`config.mk`:
```
export PLATFORM = sky130hd
export DESIGN_NAME = adsr_gated_envelope_follower
export DESIGN_NICKNAME = d
export VERILOG_FILES = /design/src/rtl/core/adsr_pkg.sv /design/src/rtl/core/adsr_cfg.sv /design/src/rtl/core/adsr_ctrl.sv /design/src/rtl/core/adsr_dp.sv /design/src/rtl/core/adsr_gated_envelope_follower.sv
export SDC_FILE = /design/constraint.sdc
export NUM_CORES = 2
export LEC_CHECK = 0
export ABC_AREA = 1
export BUFFER_PORTS_ARGS = -buffer_cell sky130_fd_sc_hd__buf_2
export CAP_MARGIN = 20
export CORE_AREA = 2 2 340 342
export DETAILED_ROUTE_END_ITERATION = 10
export DIE_AREA = 0 0 342 344
export HOLD_SLACK_MARGIN = 0.12
export PLACE_DENSITY = 0.45
export SETUP_SLACK_MARGIN = 0.02
export SYNTH_ARGS = -nofsm -noshare
export SYNTH_HDL_FRONTEND = slang
export SYNTH_SLANG_ARGS = --single-unit
export TNS_END_PERCENT = 50
```
`constraint.sdc`:
```
create_clock -name clk_i -period 8.04 [get_ports clk_i]
set_input_delay 0.402 -clock clk_i [delete_from_list [all_inputs] [get_ports clk_i]]
set_output_delay 0.402 -clock clk_i [all_outputs]
set_load 0.03 [all_outputs]
```
`src/rtl/core/adsr_pkg.sv`:
```
// ----------------------------------------------------------------------------
// adsr_pkg
// Shared types, register indexes, phase codes and helpers for the gated
// ADSR envelope follower.
// ----------------------------------------------------------------------------
`timescale 1ns / 1ps
`default_nettype none

package adsr_pkg;

  localparam int unsigned SampleW = 16;
  localparam int unsigned LevelW  = 17;   // Q1.16, 0 .. 65536
  localparam int unsigned CoefW   = 16;   // Q0.16
  localparam int unsigned PhaseW  = 3;
  localparam int unsigned CfgIdxW = 3;
  localparam int unsigned CfgW    = 17;

  localparam logic [LevelW-1:0] LevelOne = 17'h10000;

  // ADSR phase codes
  localparam logic [PhaseW-1:0] PH_IDLE    = 3'd0;
  localparam logic [PhaseW-1:0] PH_ATTACK  = 3'd1;
  localparam logic [PhaseW-1:0] PH_DECAY   = 3'd2;
  localparam logic [PhaseW-1:0] PH_SUSTAIN = 3'd3;
  localparam logic [PhaseW-1:0] PH_RELEASE = 3'd4;

  // configuration register indexes
  localparam logic [CfgIdxW-1:0] REG_ATTACK_COEFF   = 3'd0;
  localparam logic [CfgIdxW-1:0] REG_RELEASE_COEFF  = 3'd1;
  localparam logic [CfgIdxW-1:0] REG_ATTACK_STEP    = 3'd2;
  localparam logic [CfgIdxW-1:0] REG_DECAY_STEP     = 3'd3;
  localparam logic [CfgIdxW-1:0] REG_SUSTAIN_LEVEL  = 3'd4;
  localparam logic [CfgIdxW-1:0] REG_RELEASE_FACTOR = 3'd5;
  localparam logic [CfgIdxW-1:0] REG_GATE_THRESHOLD = 3'd6;

  typedef struct packed {
    logic [CoefW-1:0]   attack_coeff;
    logic [CoefW-1:0]   release_coeff;
    logic [LevelW-1:0]  attack_step;
    logic [LevelW-1:0]  decay_step;
    logic [LevelW-1:0]  sustain_level;
    logic [LevelW-1:0]  release_factor;
    logic [SampleW-1:0] gate_threshold;
  } cfg_t;

  // controller to datapath commands
  typedef struct packed {
    logic accept;     // take sample, start follower product
    logic fol_upd;    // update follower, start release product
    logic env_upd;    // update ADSR level and phase
    logic mix_load;   // load result registers with the shaped product
  } cmd_t;

  function automatic logic [LevelW-1:0] cap_one(input logic [LevelW:0] v);
    cap_one = (v > {1'b0, LevelOne}) ? LevelOne : v[LevelW-1:0];
  endfunction

endpackage

`default_nettype wire

```
`src/rtl/core/adsr_cfg.sv`:
```
// ----------------------------------------------------------------------------
// adsr_cfg
// Configuration register file, written through a plain write port.
// ----------------------------------------------------------------------------
`timescale 1ns / 1ps
`default_nettype none

module adsr_cfg (
  input  wire                         clk_i,
  input  wire                         rst_ni,
  input  wire                         cfg_we_i,
  input  wire  [adsr_pkg::CfgIdxW-1:0] cfg_idx_i,
  input  wire  [adsr_pkg::CfgW-1:0]    cfg_wdata_i,
  output adsr_pkg::cfg_t              cfg_o
);
  import adsr_pkg::*;

  cfg_t cfg_q;

  always_ff @(posedge clk_i or negedge rst_ni) begin
    if (!rst_ni) begin
      cfg_q.attack_coeff   <= 16'd65534;
      cfg_q.release_coeff  <= 16'd65535;
      cfg_q.attack_step    <= 17'd7;
      cfg_q.decay_step     <= 17'd7;
      cfg_q.sustain_level  <= 17'd45875;
      cfg_q.release_factor <= 17'd65536;
      cfg_q.gate_threshold <= 16'd33;
    end else if (cfg_we_i) begin
      unique case (cfg_idx_i)
        REG_ATTACK_COEFF:   cfg_q.attack_coeff   <= cfg_wdata_i[CoefW-1:0];
        REG_RELEASE_COEFF:  cfg_q.release_coeff  <= cfg_wdata_i[CoefW-1:0];
        REG_ATTACK_STEP:    cfg_q.attack_step    <= cfg_wdata_i;
        REG_DECAY_STEP:     cfg_q.decay_step     <= cfg_wdata_i;
        REG_SUSTAIN_LEVEL:  cfg_q.sustain_level  <= cfg_wdata_i;
        REG_RELEASE_FACTOR: cfg_q.release_factor <= cfg_wdata_i;
        REG_GATE_THRESHOLD: cfg_q.gate_threshold <= cfg_wdata_i[SampleW-1:0];
        default: ;
      endcase
    end
  end

  assign cfg_o = cfg_q;

endmodule

`default_nettype wire

```
`src/rtl/core/adsr_ctrl.sv`:
```
// ----------------------------------------------------------------------------
// adsr_ctrl
// Sequencer: accept, follower update, envelope update, mix. Owns the
// output valid flag.
// ----------------------------------------------------------------------------
`timescale 1ns / 1ps
`default_nettype none

module adsr_ctrl (
  input  wire             clk_i,
  input  wire             rst_ni,
  input  wire             in_valid_i,
  output logic            in_ready_o,
  output logic            out_valid_o,
  input  wire             out_ready_i,
  output adsr_pkg::cmd_t  cmd_o
);
  import adsr_pkg::*;

  localparam logic [1:0] S_IDLE = 2'd0;
  localparam logic [1:0] S_FOL  = 2'd1;
  localparam logic [1:0] S_ENV  = 2'd2;
  localparam logic [1:0] S_MIX  = 2'd3;

  logic [1:0] state_q, state_d;
  logic       out_valid_q, out_valid_d;
  logic       slot_free;

  assign slot_free = !out_valid_q || out_ready_i;

  always_comb begin
    cmd_o          = '0;
    state_d        = state_q;
    cmd_o.accept   = (state_q == S_IDLE) && in_valid_i;
    cmd_o.fol_upd  = (state_q == S_FOL);
    cmd_o.env_upd  = (state_q == S_ENV);
    cmd_o.mix_load = (state_q == S_MIX) && slot_free;
    unique case (state_q)
      S_IDLE: if (in_valid_i) state_d = S_FOL;
      S_FOL:  state_d = S_ENV;
      S_ENV:  state_d = S_MIX;
      S_MIX:  if (slot_free) state_d = S_IDLE;
      default: state_d = S_IDLE;
    endcase
  end

  always_comb begin
    out_valid_d = out_valid_q;
    priority if (cmd_o.mix_load) out_valid_d = 1'b1;
    else if (out_ready_i)        out_valid_d = 1'b0;
  end

  always_ff @(posedge clk_i or negedge rst_ni) begin
    if (!rst_ni) begin
      state_q     <= S_IDLE;
      out_valid_q <= 1'b0;
    end else begin
      state_q     <= state_d;
      out_valid_q <= out_valid_d;
    end
  end

  assign in_ready_o  = (state_q == S_IDLE);
  assign out_valid_o = out_valid_q;

endmodule

`default_nettype wire

```
`src/rtl/core/adsr_dp.sv`:
```
// ----------------------------------------------------------------------------
// adsr_dp
// Datapath: one shared 18x18 signed multiplier, follower and ADSR state,
// result registers.
// ----------------------------------------------------------------------------
`timescale 1ns / 1ps
`default_nettype none

module adsr_dp (
  input  wire                          clk_i,
  input  wire                          rst_ni,
  input  adsr_pkg::cmd_t               cmd_i,
  input  adsr_pkg::cfg_t               cfg_i,
  input  wire  signed [adsr_pkg::SampleW-1:0] sample_i,
  input  wire                          block_start_i,
  output logic [adsr_pkg::LevelW-1:0]  shaped_level_o,
  output logic [adsr_pkg::LevelW-1:0]  follower_out_o,
  output logic [adsr_pkg::LevelW-1:0]  adsr_out_o,
  output logic [adsr_pkg::PhaseW-1:0]  adsr_phase_o
);
  import adsr_pkg::*;

  logic [LevelW-1:0] fol_q, adsr_q;
  logic [PhaseW-1:0] phase_q;
  logic [LevelW-1:0] m_q;
  logic              gate_q;
  logic signed [35:0] p_q;

  logic [LevelW-1:0] shaped_q, fol_out_q, adsr_out_q;
  logic [PhaseW-1:0] phase_out_q;

  // magnitude; the most negative sample maps to 1.0
  logic [SampleW-1:0] mag15;
  logic [LevelW-1:0]  mag;
  logic [CoefW-1:0]   coef;
  logic signed [LevelW:0] diff;

  assign mag15 = sample_i[SampleW-1] ? (~sample_i + 1'b1) : sample_i;
  assign mag   = {mag15, 1'b0};
  assign coef  = (mag > fol_q) ? cfg_i.attack_coeff : cfg_i.release_coeff;
  // c*L + (1-c)*m == m + c*(L-m)
  assign diff  = $signed({1'b0, fol_q}) - $signed({1'b0, mag});

  logic [LevelW-1:0] rf_cap, sus;
  assign rf_cap = cap_one({1'b0, cfg_i.release_factor});
  assign sus    = cap_one({1'b0, cfg_i.sustain_level});

  // shared multiplier
  logic signed [LevelW:0] op_a, op_b;
  logic signed [35:0]     prod;

  always_comb begin
    priority if (cmd_i.accept) begin
      op_a = diff;
      op_b = $signed({2'b00, coef});
    end else if (cmd_i.fol_upd) begin
      op_a = $signed({1'b0, adsr_q});
      op_b = $signed({1'b0, rf_cap});
    end else begin
      op_a = $signed({1'b0, fol_q});
      op_b = $signed({1'b0, adsr_q});
    end
  end

  assign prod = op_a * op_b;

  // follower update from registered product
  logic signed [LevelW+1:0] fol_sum;
  assign fol_sum = $signed({2'b00, m_q}) + $signed({p_q[33], p_q[33:16]});

  // envelope update
  logic [32:0]       rel_sum;
  logic [LevelW-1:0] rel_dec;
  logic [LevelW:0]   att_sum;
  logic [LevelW-1:0] lvl_d;
  logic [PhaseW-1:0] phase_d;

  assign rel_sum = p_q[32:0] + 33'd65535;
  assign rel_dec = rel_sum[32:16];
  assign att_sum = {1'b0, adsr_q} + {1'b0, cfg_i.attack_step};

  always_comb begin
    lvl_d   = adsr_q;
    phase_d = phase_q;
    unique case (phase_q)
      PH_ATTACK: begin
        if (att_sum >= {1'b0, LevelOne}) begin
          lvl_d   = LevelOne;
          phase_d = PH_DECAY;
        end else begin
          lvl_d = att_sum[LevelW-1:0];
        end
        if (!gate_q) phase_d = PH_RELEASE;
      end
      PH_DECAY: begin
        if ((adsr_q <= sus) || ((adsr_q - sus) <= cfg_i.decay_step)) begin
          lvl_d   = sus;
          phase_d = PH_SUSTAIN;
        end else begin
          lvl_d = adsr_q - cfg_i.decay_step;
        end
        if (!gate_q) phase_d = PH_RELEASE;
      end
      PH_SUSTAIN: begin
        lvl_d = sus;
        if (!gate_q) phase_d = PH_RELEASE;
      end
      PH_RELEASE: begin
        lvl_d = (rel_dec >= adsr_q) ? '0 : (adsr_q - rel_dec);
        if (lvl_d == '0) phase_d = PH_IDLE;
        if (gate_q)      phase_d = PH_ATTACK;
      end
      default: begin
        phase_d = gate_q ? PH_ATTACK : PH_IDLE;
      end
    endcase
  end

  always_ff @(posedge clk_i or negedge rst_ni) begin
    if (!rst_ni) begin
      fol_q   <= '0;
      adsr_q  <= '0;
      phase_q <= PH_IDLE;
    end else begin
      if (cmd_i.accept && block_start_i) begin
        adsr_q  <= '0;
        phase_q <= PH_IDLE;
      end
      if (cmd_i.fol_upd) fol_q <= cap_one(fol_sum[LevelW:0]);
      if (cmd_i.env_upd) begin
        adsr_q  <= cap_one({1'b0, lvl_d});
        phase_q <= phase_d;
      end
    end
  end

  always_ff @(posedge clk_i) begin
    if (cmd_i.accept) begin
      m_q    <= mag;
      gate_q <= (mag15 > cfg_i.gate_threshold);
    end
    if (cmd_i.accept || cmd_i.fol_upd) p_q <= prod;
    if (cmd_i.mix_load) begin
      shaped_q    <= prod[32:16];
      fol_out_q   <= fol_q;
      adsr_out_q  <= adsr_q;
      phase_out_q <= phase_q;
    end
  end

  assign shaped_level_o = shaped_q;
  assign follower_out_o = fol_out_q;
  assign adsr_out_o     = adsr_out_q;
  assign adsr_phase_o   = phase_out_q;

endmodule

`default_nettype wire

```
`src/rtl/core/adsr_gated_envelope_follower.sv`:
```
// ----------------------------------------------------------------------------
// adsr_gated_envelope_follower
// Attack/release follower of |sample| and a gated five-phase ADSR, output as
// their clamped Q1.16 product.
//
//   channel | direction | handshake              | payload
//   --------+-----------+------------------------+------------------------------
//   in      | input     | in_valid_i/in_ready_o  | sample_i, block_start_i
//   out     | output    | out_valid_o/out_ready_i| shaped_level_o, follower_out_o,
//           |           |                        | adsr_out_o, adsr_phase_o
//   cfg     | input     | cfg_we_i (no wait)     | cfg_idx_i, cfg_wdata_i
//
// Each sample goes through four steps (accept, follower, envelope, mix), set by the
// three dependent products going through the single shared multiplier.
// The next sample is taken the cycle after the result is loaded, even if it
// has not been drained; a stalled output holds the mix step until free.
// Reset is asynchronous, active low; levels and phase clear to zero / idle.
// ----------------------------------------------------------------------------
`timescale 1ns / 1ps
`default_nettype none

module adsr_gated_envelope_follower (
  input  wire                                 clk_i,
  input  wire                                 rst_ni,
  input  wire                                 cfg_we_i,
  input  wire  [adsr_pkg::CfgIdxW-1:0]        cfg_idx_i,
  input  wire  [adsr_pkg::CfgW-1:0]           cfg_wdata_i,
  input  wire                                 in_valid_i,
  output logic                                in_ready_o,
  input  wire  signed [adsr_pkg::SampleW-1:0] sample_i,
  input  wire                                 block_start_i,
  output logic                                out_valid_o,
  input  wire                                 out_ready_i,
  output logic [adsr_pkg::LevelW-1:0]         shaped_level_o,
  output logic [adsr_pkg::LevelW-1:0]         follower_out_o,
  output logic [adsr_pkg::LevelW-1:0]         adsr_out_o,
  output logic [adsr_pkg::PhaseW-1:0]         adsr_phase_o
);
  import adsr_pkg::*;

  cfg_t cfg;
  cmd_t cmd;

  adsr_cfg u_cfg (
    .clk_i       (clk_i),
    .rst_ni      (rst_ni),
    .cfg_we_i    (cfg_we_i),
    .cfg_idx_i   (cfg_idx_i),
    .cfg_wdata_i (cfg_wdata_i),
    .cfg_o       (cfg)
  );

  adsr_ctrl u_ctrl (
    .clk_i       (clk_i),
    .rst_ni      (rst_ni),
    .in_valid_i  (in_valid_i),
    .in_ready_o  (in_ready_o),
    .out_valid_o (out_valid_o),
    .out_ready_i (out_ready_i),
    .cmd_o       (cmd)
  );

  adsr_dp u_dp (
    .clk_i          (clk_i),
    .rst_ni         (rst_ni),
    .cmd_i          (cmd),
    .cfg_i          (cfg),
    .sample_i       (sample_i),
    .block_start_i  (block_start_i),
    .shaped_level_o (shaped_level_o),
    .follower_out_o (follower_out_o),
    .adsr_out_o     (adsr_out_o),
    .adsr_phase_o   (adsr_phase_o)
  );

endmodule

`default_nettype wire

```
After elaboration in Yosys (flattened, before gate mapping)

Index checks and enable logic that the tools add are counted.

Register bits after elaboration: 261
Output and inout bits: 56

Add/sub/neg operators: 8
$mul: 1
Magnitude comparators: 10
Eq/ne operators: 19
Muxes and demuxes: 32
Bitwise operators: 1
Reductions and logical operators: 21

Operator list:

| operator                 | count |
|---|---|
| $mux W17                 | 12 |
| $pmux W17 S4             | 1 |
| $gt A17 B17 Y1 const B   | 3 |
| $sub A17 B17 Y17         | 3 |
| $le A17 B17 Y1           | 2 |
| $mul A18 B18 Y34         | 1 |
| $add A33 B16 Y33 const B | 1 |
| $mux W16                 | 2 |
| $mux W3                  | 9 |
| $add A17 B17 Y18         | 1 |
| $add A18 B18 Y18         | 1 |
| $ge A18 B17 Y1 const B   | 1 |
| $gt A18 B17 Y1 const B   | 1 |
| $mux W18                 | 1 |
| $sub A17 B17 Y18         | 1 |
| $ge A17 B17 Y1           | 1 |
| $gt A17 B17 Y1           | 1 |
| $logic_not A17 Y1        | 1 |
| $add A16 B1 Y16 const B  | 1 |
| $gt A16 B16 Y1           | 1 |
| $not A16 Y16             | 1 |
| $reduce_and A2 Y1        | 8 |
| $eq A3 B2 Y1 const B     | 4 |
| $eq A3 B3 Y1 const B     | 4 |
| other kinds (19)         | 30 |

Depth between registers and ports, before layout

Depth after elaboration: 10
Mapped depth: 52

Hierarchy

From an unflattened synthesis, not the netlist that was laid out.

Cells, all modules: 3849
Area total of the unflattened synthesis: 29585.9 um^2

Modules (own cells, without submodules):

| module    | times used | cells an instance | area each (um^2) | seq. area each (um^2) |
|---|---|---|---|---|
| adsr_dp   | 1          | 3308              | 24753.7          | 4078.9 |
| adsr_cfg  | 1          | 511               | 4601.9           | 2964.1 |
| adsr_ctrl | 1          | 30                | 230.2            | 75.1 |

Least setup slack after synthesis

No wires, ideal clock.

Path type: input to register
Start point: input port sample_i[0] (netlist bit)
End point: register u_dp.p_q[32] (data pin)
Library setup time: 0.262 ns
Arrival: 8.226 ns
Data required time: 7.778 ns
Slack: -0.449 ns
Cell stages on the path: 47
Buffers on the path: 2
Path through: inv_1 > ha_1 > inv_1 > nor2_1 > inv_1 > o31ai_1 > xor2_1 > inv_1 > ha_1 > inv_1 > nor3_1 > nand3_1 > nand3_1 > nand2_1 > nand3_1 > nand2_2 > o21bai_4 > nand2_4 > [... 11 more ...] > inv_1 > fa_1 > fa_1 > fa_1 > inv_1 > fa_1 > inv_1 > ha_1 > nand2_1 > nor4_1 > nand4_1 > nand3_1 > nand3_1 > nand2_1 > a21oi_1 > nor2_1 > nor2_1 > xnor2_1

Longest elaborated chain between the ends: 7
Elaborated cells on any way between the ends: 9
Those cells by class: 2 x add/sub; 1 x mul; 1 x order compare; 4 x mux; 1 x bitwise

Ends and longest elaborated chain:

| element                | line                               | RTL |
|---|---|---|
| start: declaration     | adsr_gated_envelope_follower.sv:30 | `input wire signed [adsr_pkg::SampleW-1:0] sample_i,` |
| $not A16 Y16 *         | adsr_dp.sv:38                      | `assign mag15 = sample_i[SampleW-1] ? (~sample_i + 1'b1) : sample_i;` |
| $add A16 B1 Y16 *      | adsr_dp.sv:38                      |  |
| $mux W16 *             | adsr_dp.sv:38                      |  |
| via u_dp.mag15[6]      | adsr_dp.sv:33                      | `logic [SampleW-1:0] mag15;` |
| $gt A17 B17 Y1         | adsr_dp.sv:40                      | `assign coef = (mag > fol_q) ? cfg_i.attack_coeff : cfg_i.release_coeff;` |
| $mux W16               | adsr_dp.sv:40                      |  |
| $mux W17               | adsr_dp.sv:53                      | `priority if (cmd_i.accept) begin` |
| $mul A18 B18 Y34 *     | adsr_dp.sv:65                      | `assign prod = op_a * op_b;` |
| via u_dp.prod[32]      | adsr_dp.sv:50                      | `logic signed [35:0] prod;` |
| end signal: assignment | adsr_dp.sv:142                     | `if (cmd_i.accept \|\| cmd_i.fol_upd) p_q <= prod;` |
| end: declaration       | adsr_dp.sv:27                      | `logic signed [35:0] p_q;` |

The timed path passes the listed nets; every way through them passes the cells marked *.
A chain may end at the register's enable or synchronous reset.

Worst setup path in the final report

Start point: input port sample_i[1] (netlist bit)
End point: register u_dp.shaped_q[16] (netlist: u_dp.shaped_level_o[16]) (data pin)

Longest elaborated chain between the ends: 7
Elaborated cells on any way between the ends: 9
Those cells by class: 2 x add/sub; 1 x mul; 1 x order compare; 4 x mux; 1 x bitwise

Ends and longest elaborated chain:

| element                | line           | RTL |
|---|---|---|
| $not A16 Y16 *         | adsr_dp.sv:38  |  |
| $add A16 B1 Y16 *      | adsr_dp.sv:38  |  |
| $mux W16 *             | adsr_dp.sv:38  |  |
| via u_dp.mag15[6]      | adsr_dp.sv:33  |  |
| $gt A17 B17 Y1         | adsr_dp.sv:40  |  |
| $mux W16               | adsr_dp.sv:40  |  |
| $mux W17               | adsr_dp.sv:53  |  |
| $mul A18 B18 Y34 *     | adsr_dp.sv:65  |  |
| via u_dp.prod[32]      | adsr_dp.sv:50  |  |
| end signal: assignment | adsr_dp.sv:144 | `shaped_q <= prod[32:16];` |
| end: declaration       | adsr_dp.sv:29  | `logic [LevelW-1:0] shaped_q, fol_out_q, adsr_out_q;` |

Marks and branches as above.

==> results by group <==
Layout
  • Commonest cells after routing, fill and taps aside: nand2_1 (825), inv_1 (694), buf_4 (378)
  • Commonest non-fill, non-tap cell in the layout: nand2_1
  • Layout net count: 4795
  • Area Overhead vs Synth: 25.62%
  • Final Cell Area: 36930 um^2
  • Share of layout cells above drive strength 1: 21.19%
  • # fillers: 12290

CTS
  • TritonCTS clock tree: done
  • Max clock buf depth: 3
  • CTS Sinks: 261
  • Clock-pin slew on the worst setup and hold paths: 0.06 ns
  • Clock Latency Late Sink: 0.62 ns
  • Cts bufs inserted: 30
  • H-tree Lvls: 1
  • Root Driver: clkbuf_16

Outcome
  • Status: finished clean

Timing
  • Clk_skew: 0.02158 ns
  • Rel. slew slack: 22.44%
  • Worst-Margin Slew: 1.151 ns
  • Period utilization: 99.27%
  • Setup violators final: 0
  • Max-slew violation count: 0
  • Unrepaired setup endpoints after global routing: yes
  • Tmin final: 7.981 ns
  • Total Neg Setup Slack: 0 ns
  • Hold Vio Cnt, Final: 0
  • Achievable Freq: 125.3 MHz

Route
  • Vias per cell: 4.534
  • Router iterations before antenna repair: 9
  • Wire per inst: 18.92 um
  • Antenna-violating nets left: 0
  • Vias: 26150
  • Iter 0 DRT Violations: 1852
  • DR DRC count: 0
  • Total wire length: 109100 um

Floorplanning
  • I/O pins: 98
  • Die area: 117600 um^2
  • Core area: 113900 um^2
  • Num rows: 124
  • Die height: 344 um
  • Initial Utilization: 25.82%
  • Die Wd: 342 um

Global route
  • Number of global-route vias before repair: 26090
  • Largest net degree at the start of global routing: 71
  • Grt ovf: 0
  • First-pass GRT wire length: 163400 um
  • Initial antenna violation count: 5
  • Tot GR Track Use: 18.48%

Synth
  • Number of synthesized register bits: 261
  • Mapped Area: 29400 um^2
  • Syn_area_per_cell: 7.813 um^2
  • Synth Instances: 3763
  • Register area share after synthesis: 24.21%
  • Synthesized Nets: 4329
  • Synth cell types: 59
  • YS warnings: 0

Critical path
  • Slowest-stage cell, CP: fa_2
  • Worst Setup Start Kind: primary input
  • Endpoint class of the critical path: flip-flop
  • Critical path type: in -> reg
  • Critical Path AT: 8.34 ns
  • Max incr delay on CP: 0.56 ns
  • Crit-path max FO: 4
  • Cell with the most instances on the worst path: fa_2
  • Crit path required time: 8.40 ns

Placement
  • Port bufs: 97
  • Routability cong.: 0.8980
  • Dpl cell area: 34470 um^2
  • Hpwl dp: 88680 um

Run
  • Max-Cap Viols: 0

Worst hold path
  • Hold WC Path Type: in -> reg
registers in the layout, summed over array words and instances, names as in the netlist:
signal,flops
u_cfg.cfg_o,116
u_dp.p_q,34
u_dp.adsr_out_o,17
u_dp.adsr_q,17
u_dp.fol_q,17
u_dp.follower_out_o,17
u_dp.shaped_level_o,17
u_dp.m_q,16
u_dp.adsr_phase_o,3
u_dp.phase_q,3
u_ctrl.state_q,2
u_ctrl.out_valid_o,1
u_dp.gate_q,1
final cells by class:
cell class                 count  area (um^2)  area share, %
tap                         1512         1892          5.122
inverter                     747         2868          7.765
clock inverter                17        175.2         0.4743
sequential                   261         7118          19.27
multi-input combinational   2673        20080          54.36
clock buffer                  39        835.8          2.263
timing repair inverter         1        6.256        0.01694
antenna                        3        7.507        0.02033
timing repair buffer         515         3955          10.71
path summary, 6_finish.rpt:
| kind | cells past startpoint | start | slack (ns) | to |
|---|---|---|---|---|
| min in group asynchronous | 2 | rst_ni | 0.31 | u_cfg.cfg_o[81] |
| worst min register to register | 2 | u_cfg.cfg_o[61] | 0.48 | u_cfg.cfg_o[61] |
| worst max register to register | 40 | u_dp.fol_q[1] | 0.26 | u_dp.shaped_level_o[16] |
| worst max-delay path | 46 | sample_i[1] | 0.06 | u_dp.shaped_level_o[16] |
| worst min-delay path | 4 | block_start_i | 0.16 | u_dp.adsr_q[16] |
| max in group asynchronous | 3 | rst_ni | 6.39 | u_dp.fol_q[15] |
cells in the mapped netlist (all sizes together):
master / number / area share (%)
a211oi: 3 / 0.077
a21boi: 3 / 0.077
a21o: 15 / 0.38
a21oi: 152 / 2.7
a221oi: 1 / 0.030
a31o: 1 / 0.030
a31oi: 6 / 0.13
a32oi: 2 / 0.060
and2: 4 / 0.085
buf: 33 / 0.88
clkbuf: 51 / 0.65
clkinv: 6 / 0.077
dfrtp: 107 / 9.1
dfstp: 49 / 4.4
edfxtp: 105 / 11
fa: 305 / 21
ha: 219 / 9.3
inv: 741 / 9.5
nand2: 894 / 12
nand3: 180 / 3.2
nand3b: 11 / 0.28
nand4: 46 / 1.0
nor2: 415 / 5.4
nor3: 23 / 0.51
nor3b: 1 / 0.026
nor4: 8 / 0.17
o2111ai: 1 / 0.030
o211ai: 16 / 0.41
o21a: 3 / 0.077
o21ai: 218 / 3.8
o21bai: 13 / 0.37
o221ai: 2 / 0.060
o22ai: 2 / 0.043
o311ai: 1 / 0.030
o31ai: 2 / 0.051
or2: 6 / 0.13
xnor2: 48 / 1.4
xor2: 70 / 2.1
critical path: cells and delay by family:
kind	cells	cell delay (ns)
XOR/XNOR	2	0.43
buffers and inverters	12	1.15
AND/OR/NAND/NOR	19	2.15
adder cells (fa/ha/maj)	9	3.61
AO/OA/AOI/OAI	4	0.57
timing repair:
item / 4_1_cts / 5_1_grt
gates resized for setup: 103 / 140
pin swaps: 72 / 91
endpoints found under the hold margin: 44 / 0
gates cloned: 2 / 2
hold buffers: 3 / 0
setup endpoints to repair: 31 / 35
buffers inserted: 28 / 17
stage by stage:
stage / cells / util (%) / setup WS (ns) / hold WS, ns
after floorplan: 3763 / - / -0.01130 / 0.1064
after global placement: 5658 / 30.27 / -1.177 / 0.3738
after detailed placement: 5658 / 30.27 / -1.224 / 0.3793
after CTS: 5746 / 31.77 / -0.04769 / 0.1359
after global routing: 5765 / 32.43 / -0.2647 / 0.1962
final: 5768 / 32.43 / 0.05890 / 0.1570
per-layer routing:
metal	global-route usage, %	wire, um	vias up
li1	-	-	12650
met5	0	0	-
met1	26.60	52100	12790
met3	1.714	5456	89
met2	30.06	49290	625
met4	3.947	2255	0
cells by family after synthesis:
group / Yosys count / share of synthesized area [%]
and+or+nand+nor: 1588 / 22.79
buffers and inverters: 831 / 11.08
adders and majority gates: 524 / 30.09
AOI/OAI and AO/OA: 441 / 8.316
DFF: 261 / 24.21
xor gates and xnor gates: 118 / 3.515
Power is not shown: default switching activity piles up to over one toggle a cycle in this logic, so the estimate is an artifact.
